`src/rtl/mpc_pkg.sv`:
```
package mpc_pkg;

   localparam int COUNT_BITS_DEF = 20;
   localparam int SAMPLE_W       = 16;
   localparam int CORR_W         = 32;
   localparam int PAIR_W         = 21;
   localparam int Q_W            = 32;
   localparam int ROOT_STEPS     = 2 * Q_W;
   localparam int STEP_W         = $clog2(ROOT_STEPS);
   localparam int FRAC_SHIFT     = 62;

   localparam logic [SAMPLE_W-1:0] MASK_RESET = 16'h7FFF;
   localparam logic [CORR_W-1:0]   ONE_Q30    = 32'h4000_0000;

   typedef enum logic [2:0] {
      ST_ACC,
      ST_MUL_GO,
      ST_MUL_WAIT,
      ST_ROOT_INIT,
      ST_ROOT,
      ST_LOAD,
      ST_OUT
   } state_type;

   // order of the shared multiplier jobs
   typedef enum logic [2:0] {
      OP_N_SAB,
      OP_SA_SB,
      OP_N_SAA,
      OP_SA_SA,
      OP_N_SBB,
      OP_SB_SB,
      OP_NUM_SQ,
      OP_PROD
   } op_type;

   typedef struct packed {
      logic   acc_en;
      logic   clear;
      logic   mul_start;
      op_type op;
      logic   wb;
      logic   root_init;
      logic   root_step;
      logic   root_phase;
      logic   load_result;
   } cmd_type;

   typedef struct packed {
      logic mul_done;
   } status_type;

endpackage

```
`src/rtl/mpc_ctrl.sv`:
```
module mpc_ctrl import mpc_pkg::*; (
   input  logic       clock,
   input  logic       reset,
   input  logic       req_valid,
   input  logic       req_last_item,
   output logic       req_ready,
   output logic       rsp_valid,
   input  logic       rsp_ready,
   input  status_type status,
   output cmd_type    cmd
);

   state_type         state_ff, state_in;
   op_type            op_ff, op_in;
   logic [STEP_W-1:0] step_ff, step_in;

   always_comb begin
      state_in = state_ff;
      op_in    = op_ff;
      step_in  = step_ff;
      unique case (state_ff)
         ST_ACC: begin
            if (req_valid && req_last_item) begin
               state_in = ST_MUL_GO;
               op_in    = OP_N_SAB;
            end
         end
         ST_MUL_GO: begin
            state_in = ST_MUL_WAIT;
         end
         ST_MUL_WAIT: begin
            if (status.mul_done) begin
               if (op_ff == OP_PROD) begin
                  state_in = ST_ROOT_INIT;
               end else begin
                  op_in    = op_type'(op_ff + 3'd1);
                  state_in = ST_MUL_GO;
               end
            end
         end
         ST_ROOT_INIT: begin
            step_in  = '0;
            state_in = ST_ROOT;
         end
         ST_ROOT: begin
            step_in = step_ff + STEP_W'(1);
            if (step_ff == STEP_W'(ROOT_STEPS - 1)) begin
               state_in = ST_LOAD;
            end
         end
         ST_LOAD: begin
            state_in = ST_OUT;
         end
         ST_OUT: begin
            if (rsp_ready) begin
               state_in = ST_ACC;
            end
         end
         default: begin
            state_in = ST_ACC;
         end
      endcase
   end

   always_comb begin
      cmd            = '0;
      cmd.op         = op_ff;
      cmd.root_phase = step_ff[0];
      req_ready      = 1'b0;
      rsp_valid      = 1'b0;
      unique case (state_ff)
         ST_ACC: begin
            req_ready  = 1'b1;
            cmd.acc_en = req_valid;
         end
         ST_MUL_GO:    cmd.mul_start = 1'b1;
         ST_MUL_WAIT:  cmd.wb = status.mul_done;
         ST_ROOT_INIT: cmd.root_init = 1'b1;
         ST_ROOT:      cmd.root_step = 1'b1;
         ST_LOAD:      cmd.load_result = 1'b1;
         ST_OUT: begin
            rsp_valid = 1'b1;
            cmd.clear = rsp_ready;
         end
         default: begin
            req_ready = 1'b0;
         end
      endcase
   end

   always_ff @(posedge clock) begin
      if (reset) begin
         state_ff <= ST_ACC;
         op_ff    <= OP_N_SAB;
         step_ff  <= '0;
      end else begin
         state_ff <= state_in;
         op_ff    <= op_in;
         step_ff  <= step_in;
      end
   end

`ifndef SYNTHESIS
   a_no_overlap: assert property (@(posedge clock) disable iff (reset)
      !(req_ready && rsp_valid))
      else $error("input and result sides open together");
   a_back_to_acc: assert property (@(posedge clock) disable iff (reset)
      (rsp_valid && rsp_ready) |=> req_ready)
      else $error("no return to accumulation after result word");
   a_done_in_wait: assert property (@(posedge clock) disable iff (reset)
      status.mul_done |-> (state_ff == ST_MUL_WAIT))
      else $error("multiplier finished outside wait state");
   a_start_idle: assert property (@(posedge clock) disable iff (reset)
      cmd.mul_start |=> !status.mul_done)
      else $error("multiplier done too early");
`endif

endmodule

```
`config.mk`:
```
export PLATFORM = sky130hd
export DESIGN_NAME = mpc_ctrl
export DESIGN_NICKNAME = d
export VERILOG_FILES = /design/src/rtl/mpc_pkg.sv /design/src/rtl/mpc_ctrl.sv
export SDC_FILE = /design/constraint.sdc
export NUM_CORES = 1
export LEC_CHECK = 0
export ABC_AREA = 1
export BUFFER_PORTS_ARGS = -buffer_cell sky130_fd_sc_hd__buf_2
export CAP_MARGIN = 20
export CORE_MARGIN = 2
export CORE_UTILIZATION = 35
export DETAILED_ROUTE_END_ITERATION = 16
export PLACE_DENSITY = 0.65
export SKIP_LAST_GASP = 1
export SLEW_MARGIN = 10
export SYNTH_ARGS = -nofsm -noshare
export SYNTH_HDL_FRONTEND = slang
export SYNTH_SLANG_ARGS = --single-unit
```
`constraint.sdc`:
```
create_clock -name clock -period 1.3 [get_ports clock]
set_input_delay 0.13 -clock clock [delete_from_list [all_inputs] [get_ports clock]]
set_output_delay 0.13 -clock clock [all_outputs]
set_load 0.03 [all_outputs]
```
# --- After elaboration in Yosys (flattened, before gate mapping) ---
# Cells that the tools add are included.
totals:
  input_bits: 6
  regBits: 12
  out_inout_bits: 13
op_classes:
  reduce_logical: 6
  eq_ne: 13
  mux: 20
  n_addsub: 2
op_table:
  columns: ["cell", "count"]
  rows:
  - ["2-to-1 mux 3 bit", 7]
  - ["case mux 3 bit (7 select lines)", 1]
  - ["equality test 3 bit, second input constant", 4]
  - ["case mux 6 bit (2 select lines)", 1]
  - ["inequality test 2 bit, second input constant", 5]
  - ["2-to-1 mux 1 bit", 9]
  - ["AND reduction 4 bit", 2]
  - ["adder 6 x 1 -> 6 bit, second input constant", 1]
  - ["equality test 3 x 2 -> 1 bit, second input constant", 2]
  - ["equality test 6 bit, second input constant", 1]
  - ["case mux 3 bit (2 select lines)", 1]
  - ["nonzero test 2 bit", 2]
  - ["adder 3 x 1 -> 3 bit, second input constant", 1]
  - ["equality test 3 x 1 -> 1 bit, second input constant", 1]
  - ["zero test 3 bit", 1]
  - ["2-to-1 mux 2 bit", 1]
  - ["logical AND 1 bit", 1]

# --- Longest topological paths before layout ---
logic_depth:
  ltp_word: 4
  mapped_depth: 9
  mapped_depth_nobuf: 9

# --- Least setup slack after synthesis ---
# Ideal clock, no wire load.
synth_path:
  kind: "register to register"
  from: "register op_ff[0]"
  to: "register op_ff[0]"
  arrival_ns: 1.282
  t_required_ns: 1.186
  path_stages_with_launch: 8
  path_buffers: 0
  path_slack_ns: -0.096
  setup_ns: 0.114
  path_cell_list: "dfxtp_1 > ha_1 > ha_1 > inv_1 > o211ai_1 > nor2_2 > nor2_1 > nor2_1"
synth_between:
  elab_chain_len: 4
  elab_cells_between_ends: 7
  cone_classes: "add/sub: 1; eq/ne: 2; mux: 3; reduce/logical: 1"
synth_lines:
  columns: ["element", "line_no", "source"]
  rows:
  - ["from (decl)", "mpc_ctrl.sv:14", "op_type op_ff, op_in;"]
  - ["from (signal assigned)", "mpc_ctrl.sv:98", "op_ff <= op_in;"]
  - ["adder 3 x 1 -> 3 bit", "mpc_ctrl.sv:36", "op_in = op_type'(op_ff + 3'd1);"]
  - ["2-to-1 mux 3 bit", "mpc_ctrl.sv:33", "if (op_ff == OP_PROD) begin"]
  - ["2-to-1 mux 3 bit", "mpc_ctrl.sv:32", "if (status.mul_done) begin"]
  - ["case mux 3 bit (2 select lines)", "mpc_ctrl.sv:21", "unique case (state_ff)"]
# Several ways; a longest one is shown, not always the timed one. The select of a mux whose other input is x is not followed.
# A chain may end at the register's enable or synchronous reset.

==> results.toml <==
[clock_tree]
cts_tree = "yes"
cts.htree.levels = 1
root_buffer = "clkbuf_4"
cts.clk_slew.worst_paths_ns = 0.08
cts_buffers = 3
clk_latency_ns = 0.27
clockBufferDepth = 2
cts_sinks = 12

[route]
drtIter0Drc = 15
vias = 825
drt_pass1_iterations = 4
wl_per_cell_um = 9.96
dr_wl_met3_um = 79
route.detailed.drc = 0
routed_wl_mm = 1.82
routed_via_density = 4.51
dr_wl_met2_um = 892
wl_met1_um = 806
antenna_left = 0
topRoutingLayerUsed = "met4"

[synthesis]
yosysTopAreaCellShare_pct = 30.4
synth_seq_cells = 12
synthDistinctLibCells = 21
syn-num-nets = 131
async_flop_share_pct = 0
ys_warn_count = 0
synth_area_per_cell_um2 = 6.47
synth_most_common_cell = "nand2_1"
synth_area_um2 = 790
ys.flop_type = "dfxtp_1"
synth_cells = 122
synth_common_cells = "nand2_1 (30), nor2_1 (16), inv_1 (13), dfxtp_1 (12)"
ys_top_cells_by_area = "dfxtp_1 (30%), nand2_1 (14%), nor2_1 (7.6%)"
synth_top_area_cell = "dfxtp_1"
ys_seq_area_share_pct = 30.4
synth_edf_count = 0

[floorplanning]
row_count = 17
die_area_um2 = 2650
ios = 19
initial_core_util_pct = 36.4
dieHeight_um = 51.5
die_w_um = 51.5
core_um2 = 2170

[global_routing]
grt_pass1_vias = 730
grt_pass1_wl_mm = 2.87
grt_overflow_total = 0
antenna_found_initial = 0
grt_max_degree = 10
track_usage_pct = 14.6

[flow_run]
cap_violations = 0

[finish]
fill_cells = 224
regArea_um2 = 258
antenna_cells = 0
areaGrowthSynthToFinish_pct = 45.3
multi_input_area_um2 = 513
final_cells = 183
nets = 165
fin_util_pct = 52.9
drive_above_1_share_pct = 45.2

[timing]
worst_slew_pin_slew_ns = 0.267
fin_crit_sh_pct = 101
setup_viol = 1
period_needed_ns = 1.31
tns_ns = -0.00789
fin_ws_ns = -0.00789
hold_viol = 0
maxSlewHeadroom_pct = 82.2
fmax_mhz = 765
holdWs_ns = 0.0536
slew_viol_final = 0
fin_skew_ns = 0.00140
grt_setup_unrepaired = "yes"

[run_status]
status = "complete, but fails checks"
violations = "negative setup slack"

[power]
p_leak_nw = 0.541
powerDensity_nw_per_um2 = 2330
ir_drop_mv = 1.10

[placement]
io_buffers = 18
routabilityCongestion = 0.808
pre_cts_slack_ns = 0.00105
post-place-cells = 171
hpwl_mm = 1.35

[worst_setup_path]
path_max_fanout = 6
critPathRequiredTime_ns = 1.17
worstSetupPathType = "flop to output pin"
endpoint_kind = "output pin"
start_kind = "flop"
arrival_ns = 1.18

[min_path]
hold_class = "primary input to flop"
[through the flow]
stage                     total power [mW]  area [µm²]
after global routing                  2.89        1150
after CTS                             2.47        1050
after global placement                1.92         940
final                                 2.67        1150
after detailed placement              1.95         940
after floorplan                       1.68         800
[registers in the layout, indices dropped and copies added, names as in the netlist]
signal	count
state_ff	3
step_ff	6
op_ff	3
[worst max-delay path, stage by stage, from the launching register on]
cell	delay (ns)
dfxtp_4	0.38
nor2_4	0.17
nand2_2	0.09
nor2_2	0.12
buf_6	0.13
[per-layer routing]
metal,vias to the layer above,global-route usage (%)
met3,5,1.72
met4,0,9.21
met2,22,25.9
met5,-,0
li1,444,-
met1,354,16.6
[cells by family (layout without fill, tap and decap cells)]
group,count (synthesis),count (layout),share of synthesized area (%)
simple gates,73,73,43.9
flops,12,12,30.4
fa+ha+maj,3,3,4.75
buf+inv,21,54,12.4
compound gates,13,13,8.56
[worst paths after layout]
kind | from | to | slack, ns | cells after the start
hold reg to reg | step_ff[4]$_SDFFE_PP0P_ | step_ff[4]$_SDFFE_PP0P_ | 0.49 | 2
setup / recovery | state_ff[0]$_SDFFE_PP0P_ | cmd[10] | -0.008 | 4
setup reg to reg | state_ff[0]$_SDFFE_PP0P_ | op_ff[0]$_SDFFE_PP0P_ | 0.05 | 8
hold / removal | reset | step_ff[3]$_SDFFE_PP0P_ | 0.05 | 2
[power breakdown]
group          total, mW  leakage, nW  internal (mW)  switching [mW]
logic               1.72        0.419          0.718            1.01
clock network      0.299       0.0210          0.170           0.128
registers          0.651        0.101          0.484           0.167
[repair_timing]
| action | in CTS | in global routing |
|---|---|---|
| setup buffers | 4 | 4 |
| hold buffers | 0 | 0 |
| pin swaps | 3 | 9 |
| setup endpoints to repair | 12 | 13 |
| gates resized for setup | 17 | 19 |
[final cells by class]
type / instances / area share (%)
clock buffer: 4 / 3.16
inverter: 18 / 6.54
multi-input combinational: 89 / 44.7
sequential: 12 / 22.5
tap: 28 / 3.05
timing repair buffer: 32 / 20.1
[cells in the final DEF, fill, tap and decap left out, types with 2 or more instances in the layout]
master / n
nand2_4: 2
nand3_1: 8
dfxtp_2: 2
buf_6: 4
nor2_4: 2
a21oi_1: 8
inv_1: 12
nor2_1: 13
nand2_2: 5
nor2_2: 7
ha_4: 2
buf_4: 17
clkbuf_4: 4
inv_2: 4
dfxtp_1: 6
o21ai_0: 3
dfxtp_4: 4
buf_2: 10
nor3_2: 2
nand2_1: 29
Note: power is estimated with default switching activity, not from simulation.
